File: src/hdl/stbs_pkg.sv
package stbs_pkg;

  // field widths of the channels and the register
  localparam int CMD_W   = 1;
  localparam int INDEX_W = 10;
  localparam int VALUE_W = 32;
  localparam int COUNT_W = 11;
  localparam int POS_W   = 10;

  // operation carried by an input word
  typedef enum logic [CMD_W-1:0] {
    CMD_WRITE  = 1'b0,
    CMD_SEARCH = 1'b1
  } cmd_t;

  // controller states
  typedef enum logic [1:0] {
    ST_IDLE,
    ST_CHECK,
    ST_COMPARE,
    ST_DONE
  } state_t;

  // controller to datapath
  typedef struct packed {
    logic wr;       // store the input word in the table
    logic start;    // take the target and set the bounds
    logic rd;       // read the entry at the probe
    logic step;     // move one bound past the probe
    logic capture;  // note a hit at the probe
    logic finish;   // load the result word
  } dp_cmd_t;

  // datapath to controller
  typedef struct packed {
    logic bounds_ok;  // low not above high
    logic hit;        // probed entry equals target
    logic out_busy;   // result word waits and is not taken
  } dp_status_t;

endpackage

File: src/hdl/stbs_ctrl.sv
module stbs_ctrl (
  input  logic                 clk,
  input  logic                 rst_n,
  input  logic                 in_valid,
  input  stbs_pkg::cmd_t       in_cmd,
  output logic                 in_ready,
  input  stbs_pkg::dp_status_t status,
  output stbs_pkg::dp_cmd_t    cmd
);
  import stbs_pkg::*;

  state_t state_r;
  state_t state_nxt;

  // state register
  always_ff @(posedge clk) begin
    if (!rst_n) begin
      state_r <= ST_IDLE;
    end else begin
      state_r <= state_nxt;
    end
  end

  // next state
  always_comb begin
    state_nxt = state_r;
    case (state_r)
      ST_IDLE: begin
        if (in_valid && in_cmd == CMD_SEARCH) begin
          state_nxt = ST_CHECK;
        end
      end
      ST_CHECK: begin
        state_nxt = status.bounds_ok ? ST_COMPARE : ST_DONE;
      end
      ST_COMPARE: begin
        state_nxt = status.hit ? ST_DONE : ST_CHECK;
      end
      ST_DONE: begin
        if (!status.out_busy) begin
          state_nxt = ST_IDLE;
        end
      end
      default: begin
        state_nxt = ST_IDLE;
      end
    endcase
  end

  // outputs
  always_comb begin
    in_ready = 1'b0;
    cmd      = '0;
    case (state_r)
      ST_IDLE: begin
        in_ready = 1'b1;
        if (in_valid) begin
          if (in_cmd == CMD_SEARCH) begin
            cmd.start = 1'b1;
          end else begin
            cmd.wr = 1'b1;
          end
        end
      end
      ST_CHECK: begin
        cmd.rd = status.bounds_ok;
      end
      ST_COMPARE: begin
        if (status.hit) begin
          cmd.capture = 1'b1;
        end else begin
          cmd.step = 1'b1;
        end
      end
      ST_DONE: begin
        cmd.finish = !status.out_busy;
      end
      default: begin
        cmd = '0;
      end
    endcase
  end

endmodule

File: config.mk
export PLATFORM = sky130hd
export DESIGN_NAME = stbs_ctrl
export DESIGN_NICKNAME = d
export VERILOG_FILES = /design/src/hdl/stbs_pkg.sv /design/src/hdl/stbs_ctrl.sv
export SDC_FILE = /design/constraint.sdc
export NUM_CORES = 1
export LEC_CHECK = 0
export BUFFER_PORTS_ARGS = -buffer_cell sky130_fd_sc_hd__buf_2
export CAP_MARGIN = 5
export CELL_PAD_IN_SITES_DETAIL_PLACEMENT = 0
export CELL_PAD_IN_SITES_GLOBAL_PLACEMENT = 1
export CORE_AREA = 2 2 39 41
export DETAILED_ROUTE_END_ITERATION = 12
export DIE_AREA = 0 0 41 43
export HOLD_SLACK_MARGIN = 0.02
export PLACE_DENSITY = 0.49
export RECOVER_POWER = 25
export SLEW_MARGIN = 20
export SYNTH_ARGS = -nofsm -noshare
export SYNTH_HDL_FRONTEND = slang
export SYNTH_SLANG_ARGS = --single-unit
File: constraint.sdc
create_clock -name clk -period 1.1 [get_ports clk]
set_input_delay 0.33 -clock clk [delete_from_list [all_inputs] [get_ports clk]]
set_output_delay 0.33 -clock clk [all_outputs]
set_load 0.1 [all_outputs]
==> results.yml, run 1 <==
synthesis:
  ys.warnings.count: 0
  synth_top_area_cell: "dfxtp_1"
  netlist_area_um2: 149
  synth.net_count: 26
  syn_inst: 19
  synth_area_per_cell_um2: 7.84
  synth-seq-cells: 2
  yosysUniqueCellTypes: 12
  synthDominantCellAreaShare: 0.269
  synth.area.top_cells: "dfxtp_1 (27%), nand2_1 (10%), nor2_1 (10%)"
  seq_area_frac_synth: 0.269
clock_network:
  clockBufferDepth: 2
  cts_tree: "built"
  path_clk_slew_ps: 30
  htreeDepth: 1
  cts_sinks: 2
  clkLatencyLatePin_ps: 220
  cts-root-buf: "clkbuf_4"
  cts_made_buffers: 3
drt:
  drt_iter0_drc: 0
  vias_per_cell: 3.80
  ant_nets: 0
  route.detailed.drc: 0
  wl_per_cell_um: 9.57
  first_pass_iters: 1
  num_vias: 205
  routed_wl_um: 517
global_route:
  grt_pass1_wl_um: 883
  grt_usage: 0.0731
  overflow: 0
  grt_pass1_vias: 218
  grt_max_degree: 8
  antenna_found_initial: 0
cells_and_area:
  final_common_cell: "buf_12"
  layout-drive-gt1-share: 0.868
  final_cell_mix: "buf_12 (7), buf_2 (6), nor2_4 (4), clkbuf_4 (4), buf_4 (3)"
  nets: 47
  regMostFlops: "state_r"
  areaGrowthSynthToFinish_pct: 196
  top_regs: "state_r x2"
  largest_register_ffs: 2
  fill_cells: 149
  diodes: 0
  fin_area_um2: 440
sta:
  fmax_mhz: 708
  relSlewSlack: 0.879
  fin_crit_sh: 1.28
  finalWorstSetupSlack_ps: -312
  fin_hold_ws_ps: 347
  grt_setup_unrepaired: "yes"
  finalSetupViolations: 7
  skew_ps: 0.906
  hold_viol: 0
  tightest_slew_ps: 181
  slew_violations: 0
  period_needed_ps: 1410
worst_setup_path:
  path_max_fanout: 7
  required_ps: 770
  crit_type: "reg2out"
  cp-start-kind: "flop"
  cp.arrival_ps: 1080
  critPathCaptureType: "output port"
placement:
  dpl.hpwl_um: 414
  postPlaceCellArea_um2: 398
  port_buffers: 13
  gp_congestion: 0.539
power:
  ir_drop_v: 0.000371
  power.leakage_nw: 0.179
  power_density_nw_per_um2: 1190
run:
  cap_violations: 0
run_status:
  violations: "negative setup slack"
  outcome: "finished, violations left"
floorplanning:
  initial_core_util: 0.108
  fp.dieH_um: 43
  rows: 14
  io_pins: 14
  dieWidth_um: 41
  core-area_um2: 1380
  dieArea_um2: 1760
hold_path:
  hold_path.class: "in2reg"
[power by group]
| group | total (mW) | internal (mW) | switching (mW) |
|---|---|---|---|
| Combinational | 0.264 | 0.104 | 0.159 |
| Clock | 0.165 | 0.121 | 0.0443 |
| Sequential | 0.0944 | 0.0787 | 0.0157 |
| Total | 0.523 | 0.304 | 0.219 |
[routing by layer]
metal,track usage,up-vias,routed length (µm),part of all wire
li1,-,102,-,-
met1,0.0955,89,201,0.39
met2,0.0969,14,235,0.45
met3,0.0157,0,80,0.15
met4,0.0600,0,0,0
met5,0,-,0,0
[repair_timing]
item | in CTS | in global routing
endpoints found under the hold margin | 0 | 0
hold buffers | 0 | 0
setup buffers | 1 | 0
setup endpoints to repair | 9 | 7
pin swaps | 3 | 1
gates resized for setup | 4 | 1
[critical path, cell delays in order, from the launching register on]
cell     delay, ps
dfxtp_4        360
nor2_4         130
and3_4         200
buf_12         170
[Yosys cell counts]
cell type,number
a21oi_2,1
and3_1,1
and3b_1,1
buf_6,1
dfxtp_1,2
mux2i_1,1
nand2_1,4
nand2b_1,1
nor2_1,4
nor2b_2,1
nor3b_1,1
o221a_1,1
[logic make-up (layout without fill, tap and decap cells)]
kind of cell	after synthesis	in the layout	share of synthesized area
and+or+nand+nor	13	13	0.454
AOI/OAI and AO/OA	2	2	0.134
DFF	2	2	0.269
muxes	1	1	0.0672
buffers and inverters	1	20	0.0756
[cell type report]
type | instances | area [µm²] | share of cell area
Timing Repair Buffer | 17 | 200 | 0.455
Multi-Input combinational cell | 16 | 150 | 0.341
Sequential cell | 2 | 47.5 | 0.108
Clock buffer | 3 | 22.5 | 0.0511
Tap cell | 16 | 20.0 | 0.0455
[worst paths after layout]
check                   from          to  slack, ps  depth (start not counted)
setup / recovery  state_r[1]      cmd[4]       -310                          3
hold / removal         rst_n  state_r[1]        350                          2
setup reg to reg  state_r[0]  state_r[1]         40                          4
hold reg to reg   state_r[0]  state_r[1]        590                          2
[metrics by stage]
stage	utilization	TNS [ps]	setup slack, ps	power (mW)	cells
2_1_floorplan	-	-3060	-813	0.257	19
3_3_place_gp	0.288	-1360	-241	0.349	50
3_5_place_dp	0.288	-1580	-268	0.351	50
4_1_cts	0.316	-1980	-320	0.533	54
5_1_grt	0.318	-2250	-364	0.552	54
6_report	0.318	-1890	-312	0.523	54
No activity file was read; power rests on OpenSTA's default activity.
==> inputs of run 2 (changes only) <==
--- a/config.mk
+++ b/config.mk
@@ -12,6 +12,7 @@
 export CORE_AREA = 2 2 39 41
 export DETAILED_ROUTE_END_ITERATION = 12
 export DIE_AREA = 0 0 41 43
+export GPL_TIMING_DRIVEN = 0
 export HOLD_SLACK_MARGIN = 0.02
 export PLACE_DENSITY = 0.49
 export RECOVER_POWER = 25
==> run 2 against run 1 <==
Compared with the run above: the flow still finishes with violations (negative setup slack); cell count is the same; utilization shrank 0.54 points; final area shrank 1.7%; global-route usage grew 1.1 points; count of clock-buffer cells in the layout is the same; die area is the same; sequential power shrank 6.8%; critical path depth grew 1; non-clock buffer count is the same; via count grew 6.8%; sequential share of layout area shrank 0.68 points; critical endpoint unchanged; highest routed layer unchanged.
==> results.yml, run 2 (synthesized netlist as in run 1, its figures left out) <==
sta:
  tightest_slew_ps: 279
  slew_violations: 0
  finalWorstSetupSlack_ps: -357
  finalSetupViolations: 7
  period_needed_ps: 1460
  hold_viol: 0
  skew_ps: 1.89
  relSlewSlack: 0.816
  fin_crit_sh: 1.32
  fmax_mhz: 686
  grt_setup_unrepaired: "yes"
drt:
  ant_nets: 0
  num_vias: 219
  wl_met1_um: 217
  wl_met2_um: 319
  first_pass_iters: 2
  vias_per_cell: 4.06
  routed_wl_um: 610
  route.detailed.drc: 0
  wl_per_cell_um: 11.3
  dr_wl_met3_um: 73
  top_layer_used: "met3"
  drt_iter0_drc: 1
worst_setup_path:
  cp.arrival_ps: 1130
  critPathCaptureType: "output port"
  crit_end: "cmd[4]"
  timing.rr.start: "state_r[0]"
  rrSetupSlack_ps: 10
  path_max_fanout: 7
  cp-start-kind: "flop"
  r2r-end: "state_r[1]"
  required_ps: 770
  crit_path_start: "state_r[0]"
  crit_type: "reg2out"
  r2r_cells: 5
floorplanning:
  rows: 14
  fp.dieH_um: 43
  core-area_um2: 1380
  io_pins: 14
  initial_core_util: 0.108
  dieWidth_um: 41
  dieArea_um2: 1760
cells_and_area:
  areaGrowthSynthToFinish_pct: 191
  largest_register_ffs: 2
  diodes: 0
  top_regs: "state_r x2"
  layout-drive-gt1-share: 0.816
  fin_cells: 54
  nets: 47
  regMostFlops: "state_r"
  final_cell_mix: "buf_2 (6), buf_12 (6), nor2_4 (4), buf_4 (4)"
clock_network:
  cts_sinks: 2
  hold_buffers: 0
  clockBufferDepth: 2
  cts_made_buffers: 3
  clkLatencyLatePin_ps: 220
  cts-root-buf: "clkbuf_4"
  cts_tree: "built"
  path_clk_slew_ps: 30
  htreeDepth: 1
run:
  cap_violations: 0
global_route:
  grt_usage: 0.0841
  grt_pass1_wl_um: 952
  grt_pass1_vias: 239
  grt_max_degree: 8
  antenna_found_initial: 0
  overflow: 0
power:
  power_density_nw_per_um2: 1180
  ir_drop_v: 0.000317
  power.leakage_nw: 0.178
placement:
  dpl_worst_slack_ps: -368
  gp_congestion: 0.563
  port_buffers: 13
  dp.cells: 48
run_status:
  outcome: "finished, violations left"
  violations: "negative setup slack"
hold_path:
  hold_path.class: "in2reg"
  min-delay-start: "rst_n"
## run 2: cell types whose count changed in the layout (fill, tap and decap cells not counted), sizes merged
cell    before  now
clkbuf       4    3
buf         16   17
## run 2: worst min-delay path by stage
stage / endpoint / slack (ps) / depth (start not counted)
floorplan: state_r[1] / 460 / 1
global placement: state_r[1] / 570 / 2
detailed placement: state_r[1] / 560 / 2
CTS: state_r[1] / 330 / 2
global route: state_r[1] / 360 / 2
finish: state_r[1] / 340 / 2
## run 2: worst max-delay path, cell delays in order (launching register included)
cell and delay (ps):
dfxtp_1 300, buf_6 130, nor2_4 110, and3_4 200
buf_12 170
## run 2: per-stage QoR
stage | TNS (ps) | area [µm²] | hold slack, ps | power, mW | util
finish | -2210 | 433 | 341 | 0.512 | 0.313
global placement | -2040 | 282 | 569 | 0.292 | 0.203
floorplan | -3060 | 196 | 459 | 0.257 | -
CTS | -2320 | 418 | 331 | 0.516 | 0.302
global route | -2650 | 433 | 357 | 0.544 | 0.313
detailed placement | -2140 | 282 | 563 | 0.296 | 0.203
## run 2: timing repair
item                                   in CTS  in global routing
setup endpoints to repair                   7                  8
resized for setup                          27                  1
endpoints found under the hold margin       0                  0
pin swaps                                   3                  1
buffers inserted                            2                  1
## run 2: where the power goes
part | internal [mW] | switching [mW] | total [mW]
clock | 0.120 | 0.0392 | 0.159
sequential | 0.0786 | 0.00937 | 0.0880
combinational | 0.0969 | 0.168 | 0.265
total | 0.296 | 0.217 | 0.512
## run 2: per-layer routing
| layer | vias to the layer above | global-route usage |
|---|---|---|
| li1 | 103 | - |
| met1 | 102 | 0.0764 |
| met2 | 14 | 0.134 |
| met3 | 0 | 0.0576 |
| met4 | 0 | 0.0400 |
| met5 | - | 0 |
## run 2: final cells by class
| type | instances | area (µm²) |
|---|---|---|
| multi-input combinational | 16 | 155 |
| sequential | 2 | 43.8 |
| fill | 156 | 951 |
| tap | 16 | 20.0 |
| buffer | 1 | 11.3 |
| clock buffer | 3 | 22.5 |
| timing repair buffer | 16 | 180 |
==> inputs of run 3 (changes only) <==
--- a/config.mk
+++ b/config.mk
@@ -10,6 +10,7 @@
 export CELL_PAD_IN_SITES_DETAIL_PLACEMENT = 0
 export CELL_PAD_IN_SITES_GLOBAL_PLACEMENT = 1
 export CORE_AREA = 2 2 39 41
+export CTS_BUF_LIST = sky130_fd_sc_hd__clkbuf_8
 export DETAILED_ROUTE_END_ITERATION = 12
 export DIE_AREA = 0 0 41 43
 export GPL_TIMING_DRIVEN = 0
==> run 3 against run 2 <==
Compared with the run above: the flow still finishes with violations (negative setup slack); first-iteration DRC count unchanged; hold slack gained 13 ps; sequential cell count stayed put; cell count is the same; global-route usage fell by 0.10 points; clock power increased by 78%; count of clock-buffer cells in the layout did not move; non-clock buffer count is the same; utilization up 1.4 points; clock skew increased by 1.0 ps; via count decreased by 0.46%.
==> results.yml, run 3 (synthesized netlist as in run 1, its figures left out) <==
placement:
  dp.cells: 48
  port_buffers: 13
  dpl_worst_slack_ps: -368
  gp_congestion: 0.563
  postPlaceCellArea_um2: 282
worst_setup_path:
  critPathCaptureType: "output port"
  rrSetupSlack_ps: 10
  r2r_cells: 5
  crit_type: "reg2out"
  required_ps: 770
  cp-start-kind: "flop"
  timing.rr.start: "state_r[0]"
  r2r-end: "state_r[1]"
  path_max_fanout: 7
  cp.arrival_ps: 1110
clock_network:
  hold_buffers: 0
  clockBufferDepth: 2
  cts-root-buf: "clkbuf_8"
  cts_sinks: 2
  clkLatencyLatePin_ps: 210
  cts_tree: "built"
  path_clk_slew_ps: 30
  cts_made_buffers: 3
  htreeDepth: 1
floorplanning:
  dieWidth_um: 41
  initial_core_util: 0.108
  fp.dieH_um: 43
  dieArea_um2: 1760
  io_pins: 14
  rows: 14
  core-area_um2: 1380
global_route:
  grt_max_degree: 8
  grt_usage: 0.0831
  antenna_found_initial: 0
  overflow: 0
  grt_pass1_wl_um: 938
  grt_pass1_vias: 239
sta:
  fmax_mhz: 693
  period_needed_ps: 1440
  finalSetupViolations: 7
  slew_violations: 0
  hold_viol: 0
  fin_hold_ws_ps: 354
  skew_ps: 2.91
  grt_setup_unrepaired: "yes"
  relSlewSlack: 0.816
  fin_crit_sh: 1.31
  tightest_slew_ps: 279
  finalWorstSetupSlack_ps: -343
cells_and_area:
  largest_register_ffs: 2
  final_cell_mix: "buf_2 (6), buf_12 (6), nor2_4 (4), buf_4 (4)"
  regMostFlops: "state_r"
  fin_area_um2: 452
  areaGrowthSynthToFinish_pct: 203
  diodes: 0
  layout-drive-gt1-share: 0.816
  fin_cells: 54
  nets: 47
  top_regs: "state_r x2"
drt:
  wl_per_cell_um: 11.3
  first_pass_iters: 2
  route.detailed.drc: 0
  routed_wl_um: 609
  num_vias: 218
  ant_nets: 0
  vias_per_cell: 4.04
  drt_iter0_drc: 1
power:
  power_uw: 636
  power.leakage_nw: 0.186
  power_density_nw_per_um2: 1410
  ir_drop_v: 0.000425
hold_path:
  min-delay-start: "rst_n"
  hold_path.class: "in2reg"
  worstHoldEndpoint: "state_r[1]"
  min_path_cells: 2
run_status:
  violations: "negative setup slack"
  outcome: "finished, violations left"
run:
  cap_violations: 0
[run 3: cell counts in the layout (fill, tap and decap cells not counted)]
Identical to the previous run, type by type.
[run 3: final cells by class]
| cell class | count | area, µm² |
|---|---|---|
| buffer | 1 | 11.3 |
| sequential | 2 | 43.8 |
| tap | 16 | 20.0 |
| multi-input combinational | 16 | 155 |
| clock buffer | 3 | 41.3 |
| timing repair buffer | 16 | 180 |
| fill | 156 | 932 |
[run 3: through the flow]
stage           util  TNS (ps)
5_1_grt        0.326     -2460
3_3_place_gp   0.203     -2040
6_report       0.326     -2120
3_5_place_dp   0.203     -2140
4_1_cts        0.316     -2180
2_1_floorplan      -     -3060
[run 3: timing repair]
item | in CTS | in global routing
cloned | 0 | 0
endpoints found under the setup margin | 7 | 8
pin swaps | 3 | 1
buffers inserted | 2 | 1
resized for setup | 27 | 1
[run 3: worst max-delay path by stage]
stage / startpoint / end / slack, ps / cells past startpoint
after detailed placement: state_r[0] / cmd[4] / -370 / 4
final: state_r[0] / cmd[4] / -340 / 4
after CTS: state_r[0] / cmd[4] / -350 / 4
after global placement: state_r[0] / cmd[4] / -360 / 4
after global routing: state_r[0] / cmd[5] / -390 / 5
after floorplan: state_r[0] / cmd[5] / -810 / 4
[run 3: metal layers]
layer / GRT usage / vias up / routed length, µm
met1: 0.0732 / 101 / 215
met4: 0.0400 / 0 / 0
li1: - / 103 / -
met3: 0.0576 / 0 / 73
met5: 0 / - / 0
met2: 0.134 / 14 / 319
[run 3: critical path, cell delays in order, from the launching register on]
cell	delay, ps
dfxtp_1	290
buf_6	130
nor2_4	110
and3_4	200
buf_12	170
[run 3: power breakdown]
part | total [mW] | internal (mW) | switching, mW
clock | 0.283 | 0.231 | 0.0521
sequential | 0.0879 | 0.0787 | 0.00922
combinational | 0.265 | 0.0969 | 0.168
